File: src/sv/rlcc_pkg.sv
package rlcc_pkg;

  localparam int unsigned LINE_BYTES_DEF = 1024;

  localparam logic [31:0] CRC_POLY = 32'hEDB8_8320;

  localparam logic [7:0] CH_DOLLAR = 8'h24;  // '$'
  localparam logic [7:0] CH_HASH   = 8'h23;  // '#'
  localparam logic [7:0] CH_STAR   = 8'h2A;  // '*'
  localparam logic [7:0] CH_CR     = 8'h0D;
  localparam logic [7:0] CH_LF     = 8'h0A;
  localparam logic [7:0] CH_NUL    = 8'h00;

  localparam logic [3:0] DIGITS_XOR = 4'd2;
  localparam logic [3:0] DIGITS_CRC = 4'd8;
  localparam logic [3:0] DIGITS_MAX = 4'd9;

  typedef enum logic [1:0] {
    VERDICT_XOR_GOOD  = 2'd0,
    VERDICT_CRC_GOOD  = 2'd1,
    VERDICT_MISMATCH  = 2'd2,
    VERDICT_MALFORMED = 2'd3
  } verdict_t;

  typedef struct packed {
    verdict_t    verdict;
    logic [9:0]  payload_length;
    logic [31:0] computed_check;
    logic [31:0] received_check;
  } rlcc_res_t;

  // reflected CRC-32, one byte, bitwise
  function automatic logic [31:0] crc_byte(input logic [31:0] crc_in, input logic [7:0] b);
    logic [31:0] c;
    c = crc_in ^ {24'd0, b};
    for (int k = 0; k < 8; k++) begin
      c = c[0] ? ((c >> 1) ^ CRC_POLY) : (c >> 1);
    end
    return c;
  endfunction

  // {is_hex, value}
  function automatic logic [4:0] hex_digit(input logic [7:0] b);
    logic [4:0] r;
    r = 5'd0;
    if (b >= 8'h30 && b <= 8'h39) begin
      r = {1'b1, 4'(b - 8'h30)};
    end else if (b >= 8'h61 && b <= 8'h66) begin
      r = {1'b1, 4'(b - 8'h57)};
    end else if (b >= 8'h41 && b <= 8'h46) begin
      r = {1'b1, 4'(b - 8'h37)};
    end
    return r;
  endfunction

endpackage

File: src/sv/rlcc_line.sv
module rlcc_line import rlcc_pkg::*; #(
  parameter int unsigned LINE_BYTES = LINE_BYTES_DEF
) (
  input  logic       clk,
  input  logic       rst_n,
  input  logic       step_i,
  input  logic [7:0] byte_i,
  output logic       res_valid_o,
  output rlcc_res_t  res_o
);

  localparam int unsigned CW = $clog2(LINE_BYTES);
  localparam logic [CW-1:0] LAST_POS = CW'(LINE_BYTES - 1);

  logic [CW-1:0] count_r, count_nxt, c_count;
  logic [7:0]    xor_r, xor_nxt, c_xor;
  logic [31:0]   crc_r, crc_nxt, c_crc;
  logic [7:0]    sxor_r, sxor_nxt, c_sxor;
  logic [31:0]   scrc_r, scrc_nxt, c_scrc;
  logic          sseen_r, sseen_nxt, c_sseen;
  logic [CW-1:0] spos_r, spos_nxt, c_spos;
  logic [3:0]    dcnt_r, dcnt_nxt, c_dcnt;
  logic [31:0]   dval_r, dval_nxt, c_dval;
  logic          bad_r, bad_nxt, c_bad;
  logic          zero_r, zero_nxt, c_zero;

  logic          restart;
  logic [4:0]    hx;
  logic [CW-1:0] len_sel;
  logic [CW+9:0] len_ext;

  assign restart = (byte_i == CH_DOLLAR) || (byte_i == CH_HASH);
  assign hx      = hex_digit(byte_i);

  // state as seen after a leading restart
  always_comb begin
    c_count = restart ? '0    : count_r;
    c_xor   = restart ? '0    : xor_r;
    c_crc   = restart ? '0    : crc_r;
    c_sxor  = restart ? '0    : sxor_r;
    c_scrc  = restart ? '0    : scrc_r;
    c_sseen = restart ? 1'b0  : sseen_r;
    c_spos  = restart ? '0    : spos_r;
    c_dcnt  = restart ? '0    : dcnt_r;
    c_dval  = restart ? '0    : dval_r;
    c_bad   = restart ? 1'b0  : bad_r;
    c_zero  = restart ? 1'b0  : zero_r;
  end

  assign len_sel = c_sseen ? c_spos : c_count;
  assign len_ext = {10'd0, len_sel};

  always_comb begin
    count_nxt = count_r;  xor_nxt  = xor_r;  crc_nxt  = crc_r;
    sxor_nxt  = sxor_r;   scrc_nxt = scrc_r; sseen_nxt = sseen_r;
    spos_nxt  = spos_r;   dcnt_nxt = dcnt_r; dval_nxt = dval_r;
    bad_nxt   = bad_r;    zero_nxt = zero_r;
    res_valid_o = 1'b0;
    res_o = '{verdict: VERDICT_MALFORMED, payload_length: len_ext[9:0],
              computed_check: 32'd0, received_check: 32'd0};

    if (c_sseen && !c_bad && (c_dcnt == DIGITS_XOR || c_dcnt == DIGITS_CRC)) begin
      res_o.received_check = c_dval;
      if (c_dcnt == DIGITS_XOR) begin
        res_o.computed_check = {24'd0, c_sxor};
        res_o.verdict = ({24'd0, c_sxor} == c_dval) ? VERDICT_XOR_GOOD : VERDICT_MISMATCH;
      end else begin
        res_o.computed_check = c_scrc;
        res_o.verdict = (c_scrc == c_dval) ? VERDICT_CRC_GOOD : VERDICT_MISMATCH;
      end
    end

    if (step_i && byte_i != CH_CR) begin
      count_nxt = c_count;  xor_nxt  = c_xor;  crc_nxt  = c_crc;
      sxor_nxt  = c_sxor;   scrc_nxt = c_scrc; sseen_nxt = c_sseen;
      spos_nxt  = c_spos;   dcnt_nxt = c_dcnt; dval_nxt = c_dval;
      bad_nxt   = c_bad;    zero_nxt = c_zero;

      if (byte_i != CH_LF && c_count < LAST_POS) begin
        count_nxt = c_count + 1'b1;
        if (!c_zero) begin
          if (byte_i == CH_NUL) begin
            zero_nxt = 1'b1;
          end else begin
            if (byte_i == CH_STAR) begin
              sseen_nxt = 1'b1;
              spos_nxt  = c_count;
              sxor_nxt  = c_xor;
              scrc_nxt  = c_crc;
              dcnt_nxt  = '0;
              dval_nxt  = '0;
              bad_nxt   = 1'b0;
            end else if (c_sseen) begin
              if (!hx[4]) bad_nxt = 1'b1;
              else dval_nxt = {c_dval[27:0], hx[3:0]};
              if (c_dcnt < DIGITS_MAX) dcnt_nxt = c_dcnt + 1'b1;
            end
            xor_nxt = c_xor ^ byte_i;
            if (c_count != '0) crc_nxt = crc_byte(c_crc, byte_i);
          end
        end
      end else begin
        // line feed, or store full: emit if needed, then clear the line
        res_valid_o = (byte_i == CH_LF) && (c_count != '0);
        count_nxt = '0;  xor_nxt  = '0;  crc_nxt  = '0;
        sxor_nxt  = '0;  scrc_nxt = '0;  sseen_nxt = 1'b0;
        spos_nxt  = '0;  dcnt_nxt = '0;  dval_nxt = '0;
        bad_nxt   = 1'b0; zero_nxt = 1'b0;
      end
    end
  end

  always_ff @(posedge clk) begin
    if (!rst_n) begin
      count_r <= '0;  xor_r  <= '0;  crc_r  <= '0;
      sxor_r  <= '0;  scrc_r <= '0;  sseen_r <= 1'b0;
      spos_r  <= '0;  dcnt_r <= '0;  dval_r <= '0;
      bad_r   <= 1'b0; zero_r <= 1'b0;
    end else begin
      count_r <= count_nxt; xor_r  <= xor_nxt;  crc_r   <= crc_nxt;
      sxor_r  <= sxor_nxt;  scrc_r <= scrc_nxt; sseen_r <= sseen_nxt;
      spos_r  <= spos_nxt;  dcnt_r <= dcnt_nxt; dval_r  <= dval_nxt;
      bad_r   <= bad_nxt;   zero_r <= zero_nxt;
    end
  end

endmodule

File: src/sv/receiver_line_checksum_check.sv
// Line checksum checker for receiver text output. Bytes arrive one per
// transfer on the in_ channel; '$' or '#' starts a new line, carriage returns
// are skipped, and a line feed closes the line. A closed, non-empty line
// yields one out_ transfer: verdict 0 when two hex digits after the last '*'
// match the XOR of all bytes before it, 1 when eight hex digits match a
// reflected CRC-32 (poly 0xEDB88320, init 0, no final xor) over bytes two up
// to the star, 2 on a mismatch, 3 when there is no star or the digits are not
// exactly two or eight plain hex characters (both checks then read zero). A
// zero byte ends the text of a line; a byte that would fill the line store
// (LINE_BYTES-1 bytes held) drops the line and is itself dropped. Rate: one
// byte per clock while no result waits unaccepted; a line feed is held in
// the input register, its result in the output register. The byte-wide CRC
// step between the input register and the line state sets the clock-period
// path. While a result waits unaccepted in the output register the line
// logic holds; one more byte may enter the input register, then in_ready drops.
module receiver_line_checksum_check import rlcc_pkg::*; #(
  parameter int unsigned LINE_BYTES = LINE_BYTES_DEF
) (
  input  logic        clk,
  input  logic        rst_n,
  input  logic        in_valid,
  output logic        in_ready,
  input  logic [7:0]  in_rx_byte,
  output logic        out_valid,
  input  logic        out_ready,
  output logic [1:0]  out_verdict,
  output logic [9:0]  out_payload_length,
  output logic [31:0] out_computed_check,
  output logic [31:0] out_received_check
);

  // input register
  logic       in_v_r;
  logic [7:0] in_b_r;

  // output register
  logic      out_v_r;
  rlcc_res_t out_r;

  logic      fire;       // registered byte is processed this cycle
  logic      res_valid;
  rlcc_res_t res;

  // a byte moves on when the output slot is free or being drained
  assign fire     = in_v_r && (!out_v_r || out_ready);
  assign in_ready = !in_v_r || fire;

  rlcc_line #(
    .LINE_BYTES (LINE_BYTES)
  ) u_line (
    .clk         (clk),
    .rst_n       (rst_n),
    .step_i      (fire),
    .byte_i      (in_b_r),
    .res_valid_o (res_valid),
    .res_o       (res)
  );

  always_ff @(posedge clk) begin
    if (!rst_n) begin
      in_v_r <= 1'b0;
    end else if (in_ready) begin
      in_v_r <= in_valid;
    end
  end

  always_ff @(posedge clk) begin
    if (in_valid && in_ready) begin
      in_b_r <= in_rx_byte;
    end
  end

  always_ff @(posedge clk) begin
    if (!rst_n) begin
      out_v_r <= 1'b0;
    end else if (fire && res_valid) begin
      out_v_r <= 1'b1;
    end else if (out_ready) begin
      out_v_r <= 1'b0;
    end
  end

  always_ff @(posedge clk) begin
    if (fire && res_valid) begin
      out_r <= res;
    end
  end

  assign out_valid          = out_v_r;
  assign out_verdict        = out_r.verdict;
  assign out_payload_length = out_r.payload_length;
  assign out_computed_check = out_r.computed_check;
  assign out_received_check = out_r.received_check;

`ifndef SYNTHESIS
  // input stalls only behind a held result
  a_stall_cause: assert property (@(posedge clk) disable iff (!rst_n)
    !in_ready |-> (out_valid && !out_ready))
    else $error("input stalled without a blocked result");

  // a result is only produced by a line feed
  a_res_on_lf: assert property (@(posedge clk) disable iff (!rst_n)
    (fire && res_valid) |-> (in_b_r == CH_LF))
    else $error("result from a byte other than line feed");

  // malformed lines carry zero checks
  a_malformed_zero: assert property (@(posedge clk) disable iff (!rst_n)
    (out_valid && out_verdict == VERDICT_MALFORMED) |->
      (out_computed_check == 32'd0 && out_received_check == 32'd0))
    else $error("malformed verdict with nonzero checks");

  // a good XOR verdict means equal 8-bit values
  a_xor_good: assert property (@(posedge clk) disable iff (!rst_n)
    (out_valid && out_verdict == VERDICT_XOR_GOOD) |->
      (out_computed_check == out_received_check && out_computed_check[31:8] == 24'd0))
    else $error("XOR good verdict with unequal checks");
`endif

endmodule
File: config.mk
export PLATFORM = sky130hd
export DESIGN_NAME = receiver_line_checksum_check
export DESIGN_NICKNAME = d
export VERILOG_FILES = /design/src/sv/rlcc_pkg.sv /design/src/sv/rlcc_line.sv /design/src/sv/receiver_line_checksum_check.sv
export SDC_FILE = /design/constraint.sdc
export NUM_CORES = 1
export LEC_CHECK = 0
export BUFFER_PORTS_ARGS = -buffer_cell sky130_fd_sc_hd__buf_2
export CAP_MARGIN = 20
export CORE_ASPECT_RATIO = 0.5
export CORE_MARGIN = 8
export CORE_UTILIZATION = 45
export CTS_BUF_LIST = sky130_fd_sc_hd__clkbuf_16
export DETAILED_ROUTE_END_ITERATION = 7
export GPL_TIMING_DRIVEN = 0
export HOLD_SLACK_MARGIN = 0.15
export MAX_ROUTING_LAYER = met4
export PLACE_DENSITY = 0.66
export SKIP_LAST_GASP = 1
export SLEW_MARGIN = 10
export SYNTH_ARGS = -nofsm -noshare
export SYNTH_HDL_FRONTEND = slang
export SYNTH_HIERARCHICAL = 1
export SYNTH_SLANG_ARGS = --single-unit
File: constraint.sdc
create_clock -name clk -period 14.75 [get_ports clk]
set_clock_uncertainty 0.15 [all_clocks]
set_input_delay 2.2125 -clock clk [delete_from_list [all_inputs] [get_ports clk]]
set_output_delay 2.2125 -clock clk [all_outputs]
set_load 0.05 [all_outputs]
==> impl_metrics.csv, run 1 <==
group,metric,value,unit
run,drv_cap,0,
floorplan,std_cell_rows,40,
min_path,min_path_cells,2,
min_path,worst_hold_startpoint,"u_line/bad_r",
route,drt_pass1_iterations,5,
setup_path,critPathArrivalTime,6.51,ns
synthesis,async_reset_ff_share,0,%
timing,min_period,6.27,ns
route,wl_per_cell,21.3,µm
floorplan,die_area,30300,µm²
cts,cts_root_buf,"clkbuf_16",
synthesis,syn_area,11100,µm²
global_route,grt_use_total,21.7,%
route,vias,8762,
cells_and_area,final_cell_count_no_fill,1549,
cells_and_area,fillCellCount,2197,
setup_path,slowest_delay,0.71,ns
floorplan,dieWidth,238,µm
cells_and_area,nets,1220,
cells_and_area,areaGrowthSynthToFinish,15.3,%
timing,slew_headroom,34.7,%
route,wl,33.0,mm
synthesis,yosys-top-cells-area,"dfxtp_1 (25%), edfxtp_1 (23%), xnor2_1 (5.6%)",
pwr,ir_drop,0.0000703,V
synthesis,synthCells,1082,
timing,tns,0,ns
cts,postCtsSetupBuffers,0,
global_route,grt_pass1_wl,50.6,mm
synthesis,yosysWarningCount,6,
setup_path,r2r_slack,8.48,ns
placed_design,gp_congestion,0.934,
floorplan,io_pins,90,
setup_path,crit_type,"reg2reg",
synthesis,dominantRegCellSynth,"dfxtp_1",
timing,finalSetupViolCount,0,
placed_design,post-place-cells,1509,
cts,cts_tree,"done",
floorplan,core_area,24200,µm²
cells_and_area,layout_commonest_cell,"dfxtp_1",
timing,hold_violations,0,
min_path,hold_end,"u_line/bad_r",
setup_path,r2r.worst_path.cells,16,
route,antenna_left,0,
timing,period_share,42.5,%
timing,fmax,159,MHz
synthesis,ys_seq_area_share,48.0,%
placed_design,io_buffers,89,
floorplan,start_util,46.1,%
synthesis,yosysUniqueCellTypes,76,
global_route,grt_pass1_vias,8462,
setup_path,worstSetupStartpointType,"register",
timing,maxSlewViolCount,0,
setup_path,worstSetupEndpointType,"register",
cts,numCtsBuffers,22,
synthesis,synth_fp_nets,1105,
timing,rsz0062_at_grt,"no",
cts,cts_hold_buffers,0,
global_route,grt_max_degree,36,
cells_and_area,diodes,0,
cts,htree_levels,1,
cts,cts_resized,0,
min_path,hold_path.class,"reg2reg",
global_route,antenna_found_initial,0,
setup_path,crit_chain,"clkbuf_1 -> clkinv_1 -> ha_1 -> mux2_4 -> nand3_2 -> buf_2 -> buf_2 -> buf_1 -> nand2_1 -> inv_1 -> ha_1 -> o21ai_2 -> a211oi_2 -> clkbuf_1 -> clkbuf_1 -> and2_1",
cells_and_area,mostFrequentLayoutCells,"dfxtp_1 (141), buf_2 (109), edfxtp_1 (84), nor2b_1 (84), xnor2_1 (71)",
route,viasPerCell,5.66,
outcome,status,"complete, no violations",
timing,fin_hold_ws,0.353,ns
pwr,p_per_area,111,nW/µm²
setup_path,critPathRequiredTime,14.99,ns
timing,worstMarginPinSlew,0.974,ns
synthesis,synth_edf_count,84,
pwr,p_total,1430,µW
global_route,grt-ovfl-total,0,
route,first_iter_violations,764,
setup_path,crit_top_cell,"clkbuf_1",
cts,clock_sinks,225,
setup_path,slowest_stage,"buf_1",
synthesis,yosysTopAreaCell,"dfxtp_1",
setup_path,r2r_end,"out_received_check[23]",
cells_and_area,drive_above_1_share,15.0,%
cts,clk_latency,0.53,ns
synthesis,postSynthAreaPerCell,10.3,µm²
setup_path,timing.rr.start,"in_b_r[0]",
route,drcViolationCount,0,
cts,clk_pin_slew,0.06,ns
synthesis,synthDominantCellAreaShare,25.3,%
cts,clockBufferDepth,3,
pwr,p_leak,0.00483,µW
placed_design,place_hpwl,24.6,mm
floorplan,dieHeight,127,µm
synthesis,ys_ff_latch,225,
setup_path,crit_path_max_fanout,10,
==> through the flow <==
| step | instance area [µm²] | utilization (%) | setup slack [ns] |
|---|---|---|---|
| floorplan | 11100 | - | 8.02 |
| global placement | 12000 | 49.6 | 5.37 |
| detailed placement | 12000 | 49.8 | 8.59 |
| CTS | 12800 | 53.1 | 8.58 |
| global route | 12800 | 53.1 | 8.28 |
| finish | 12800 | 53.1 | 8.48 |
==> sequential cells by signal (all words and copies together), names as in the netlist, 2 cells and up <==
signal,flops
u_line/scrc_r,32
u_line/xor_r,8
u_line/dval_r,32
u_line/count_r,10
u_line/spos_r,10
out_verdict,2
out_payload_length,10
u_line/dcnt_r,4
in_b_r,8
out_computed_check,32
u_line/sxor_r,8
out_received_check,32
u_line/crc_r,32
==> critical path: cells and delay by family (launching register included) <==
family	cells	cell delay (ns)
AND/OR/NAND/NOR	3	0.68
AO/OA/AOI/OAI	2	0.83
adder cells (fa/ha/maj)	2	0.60
multiplexers	1	0.33
buffers and inverters	8	3.17
flip-flops	1	0.38
==> synthesized netlist by cell type, types with 5 or more instances <==
cell type,count
buf_2,20
a21oi_1,28
a21boi_0,13
xnor2_1,71
o2bb2ai_1,12
buf_6,6
mux2i_1,20
ha_1,11
a22o_1,29
edfxtp_1,84
nand4_1,10
or3_1,5
nand2b_1,5
nor4_1,17
a22oi_1,69
nor3b_1,5
clkbuf_1,48
a211oi_1,5
nor2_1,46
dfxtp_1,141
and3_1,32
o21ai_0,39
nor2b_1,84
nand2_1,68
inv_1,16
xor2_1,47
a31oi_1,6
and2_1,48
nand3_1,11
==> cell families (layout without fill, tap and decap cells) <==
kind of cell,Yosys count,after routing,synth area share [%]
mux,23,23,2.13
flops,225,225,48.0
simple gates,352,352,17.8
compound gates,249,249,16.4
fa+ha+maj,11,11,1.24
xor+xnor,124,124,10.4
buf+inv,98,229,4.03
==> cell type report <==
cell class / count / area [µm²] / share of cell area [%]
inverters: 17 / 63.8 / 0.497
clock inverters: 17 / 210 / 1.64
multi-input cells: 759 / 5350 / 41.7
repair buffers: 91 / 485 / 3.78
well taps: 336 / 420 / 3.28
plain buffers: 81 / 385 / 3.00
flip-flops and latches: 225 / 5350 / 41.6
clock buffers: 23 / 576 / 4.48
==> metal layers <==
| metal | up-vias | GRT usage, % | share of wire, % |
|---|---|---|---|
| met5 | - | - | 0 |
| met4 | 0 | 6.69 | 2.9 |
| met3 | 69 | 4.14 | 7.4 |
| met2 | 316 | 32.7 | 43 |
| met1 | 4256 | 29.5 | 47 |
| li1 | 4121 | - | - |
==> worst max path at each step <==
| stage | slack [ns] | cells after the start | to | from |
|---|---|---|---|---|
| 2_1_floorplan | 8.02 | 6 | out_computed_check[0] | out_ready |
| 3_3_place_gp | 5.37 | 13 | out_computed_check[16] | in_b_r[0] |
| 3_5_place_dp | 8.59 | 16 | out_received_check[23] | in_b_r[0] |
| 4_1_cts | 8.58 | 16 | out_received_check[23] | in_b_r[0] |
| 5_1_grt | 8.28 | 16 | out_received_check[22] | in_b_r[0] |
| 6_report | 8.48 | 16 | out_received_check[23] | in_b_r[0] |
==> report_power, final <==
part	internal, µW	switching [µW]	total [µW]
Clock	370	243	613
Combinational	67.5	96.3	164
Sequential	646	7.37	654
Note: power is estimated with default switching activity, not from simulation.
==> inputs of run 2 (changes only) <==
==> constraint.sdc (replaced) <==
create_clock -name clk -period 5.9 [get_ports clk]
set_clock_uncertainty 0.15 [all_clocks]
set_input_delay 0.885 -clock clk [delete_from_list [all_inputs] [get_ports clk]]
set_output_delay 0.885 -clock clk [all_outputs]
set_load 0.05 [all_outputs]
==> impl_metrics.csv, run 2 (synthesized netlist as in run 1, its figures left out) <==
group,metric,value,unit
outcome,status,"complete, no violations",
floorplan,dieHeight,127,µm
global_route,grt_pass1_wl,51.4,mm
pwr,p_total,3500,µW
setup_path,worstSetupEndpointType,"register",
timing,rsz0062_at_grt,"no",
timing,worstMarginPinSlew,0.970,ns
setup_path,critPathRequiredTime,6.15,ns
run,drv_cap,0,
setup_path,crit_chain,"clkbuf_1 -> clkinvlp_4 -> ha_1 -> mux2_4 -> nand3_2 -> buf_2 -> buf_2 -> nand2_1 -> inv_1 -> ha_1 -> o21ai_2 -> a211oi_2 -> clkbuf_1 -> clkbuf_1 -> and2_1",
cells_and_area,final_util,52.9,%
cts,cts_tree,"done",
cells_and_area,nets,1219,
placed_design,io_buffers,89,
route,wl_met3,2.21,mm
cells_and_area,layout_commonest_cell,"dfxtp_1",
cells_and_area,drive_above_1_share,15.3,%
route,wl_met1,15.7,mm
setup_path,slowest_stage,"a211oi_2",
timing,maxSlewViolCount,0,
route,wl,33.3,mm
timing,finalSetupViolCount,0,
pwr,p_switching,887,µW
setup_path,worstSetupStartpointType,"register",
floorplan,std_cell_rows,40,
cts,clockBufferDepth,3,
pwr,ir_drop,0.000170,V
placed_design,place_ws,-0.246,ns
route,drt_pass1_iterations,7,
global_route,grt-ovfl-total,0,
route,wl_per_cell,21.5,µm
route,first_iter_violations,735,
setup_path,path_buf_inv,7,
timing,period_share,94.8,%
floorplan,start_util,46.1,%
cells_and_area,mostFrequentLayoutCells,"dfxtp_1 (141), buf_2 (109), edfxtp_1 (84), nor2b_1 (84), xnor2_1 (71)",
pwr,switching_share,25.4,%
route,top_layer,"met4",
cts,numCtsBuffers,22,
floorplan,core_area,24200,µm²
cts,clk_pin_slew,0.06,ns
timing,slew_headroom,34.7,%
setup_path,critical-path-top-delay-family,"buffers and inverters",
route,antenna_left,0,
floorplan,die_area,30300,µm²
pwr,p_seq_share,46.7,%
placed_design,gp_congestion,0.926,
pwr,combPwrFrac,11.7,%
global_route,grt_pass1_vias,8608,
setup_path,crit_type,"reg2reg",
pwr,pwr-share-clk,41.6,%
setup_path,crit_top_cell,"clkbuf_1",
route,met2_length,14.8,mm
route,vias,8815,
floorplan,dieWidth,238,µm
timing,min_period,5.59,ns
placed_design,post-place-cells,1509,
pwr,internal-power,2610,µW
setup_path,slowest_delay,0.64,ns
placed_design,place_hpwl,24.8,mm
timing,hold_violations,0,
pwr,p_leak,0.00481,µW
cells_and_area,final_cell_count_no_fill,1548,
cts,clock_sinks,225,
timing,fin_hold_ws,0.349,ns
pwr,p_per_area,273,nW/µm²
cts,clk_latency,0.53,ns
cells_and_area,diodes,0,
route,drcViolationCount,0,
global_route,grt_max_degree,34,
floorplan,io_pins,90,
cts,htree_levels,1,
min_path,hold_path.class,"reg2reg",
timing,fmax,179,MHz
setup_path,crit_path_max_fanout,19,
route,viasPerCell,5.69,
setup_path,critPathArrivalTime,5.84,ns
global_route,grt_use_total,22.0,%
timing,fin_ws,0.309,ns
cts,cts_root_buf,"clkbuf_16",
global_route,antenna_found_initial,0,
cells_and_area,areaGrowthSynthToFinish,14.9,%
[run 2: changes by cell type in the layout (fill, tap and decap cells not counted), sizes merged]
cell	change
clkinvlp	+1
bufinv	-3
inv	+1
buf	-2
clkbuf	+2
[run 2: final cells by class]
| cell class | count | area [µm²] |
|---|---|---|
| multi-input cells | 759 | 5350 |
| clock inverters | 16 | 140 |
| repair buffers | 91 | 485 |
| well taps | 336 | 420 |
| fillers | 2174 | 11400 |
| flip-flops and latches | 225 | 5350 |
| clock buffers | 24 | 601 |
| inverters | 17 | 67.6 |
| plain buffers | 80 | 383 |
[run 2: power groups by stage]
| stage | sequential [µW] | clock (µW) | combinational (µW) |
|---|---|---|---|
| after global routing | 1630 | 1540 | 439 |
| after global placement | 1670 | 0 | 401 |
| after detailed placement | 1670 | 0 | 404 |
| after CTS | 1630 | 1480 | 407 |
| after floorplan | 1660 | 0 | 310 |
| final | 1630 | 1450 | 410 |
[run 2: worst paths after layout]
| kind | startpoint | endpoint | slack, ns | depth (start not counted) |
|---|---|---|---|---|
| hold reg to reg | in_v_r | in_v_r | 0.35 | 2 |
| setup / recovery | in_b_r[0] | out_received_check[14] | 0.31 | 15 |
| setup reg to reg | in_b_r[0] | out_received_check[14] | 0.31 | 15 |
| hold / removal | in_v_r | in_v_r | 0.35 | 2 |
[run 2: metrics by stage]
step,TNS [ns],area [µm²]
after floorplan,0,11100
after global placement,-127.13,12000
after detailed placement,-3.78,12000
after CTS,0,12800
after global routing,0,12800
final,0,12800
[run 2: tightest hold or removal path, stage by stage, from the launching register on]
cell and delay (ns):
dfxtp_1 0.34, nand2_1 0.07, o21ai_1 0.05
[run 2: timing repair]
item / 4_1_cts / 5_1_grt
endpoints found under the setup margin: 22 / 131
hold buffers: 0 / 0
resized for setup: 0 / 2
setup buffers: 0 / 0
[run 2: layer usage]
layer / GRT usage (%) / vias to the layer above
met2: 34.2 / 304
met1: 30.0 / 4371
met5: - / -
li1: - / 4096
met3: 3.65 / 44
met4: 4.89 / 0
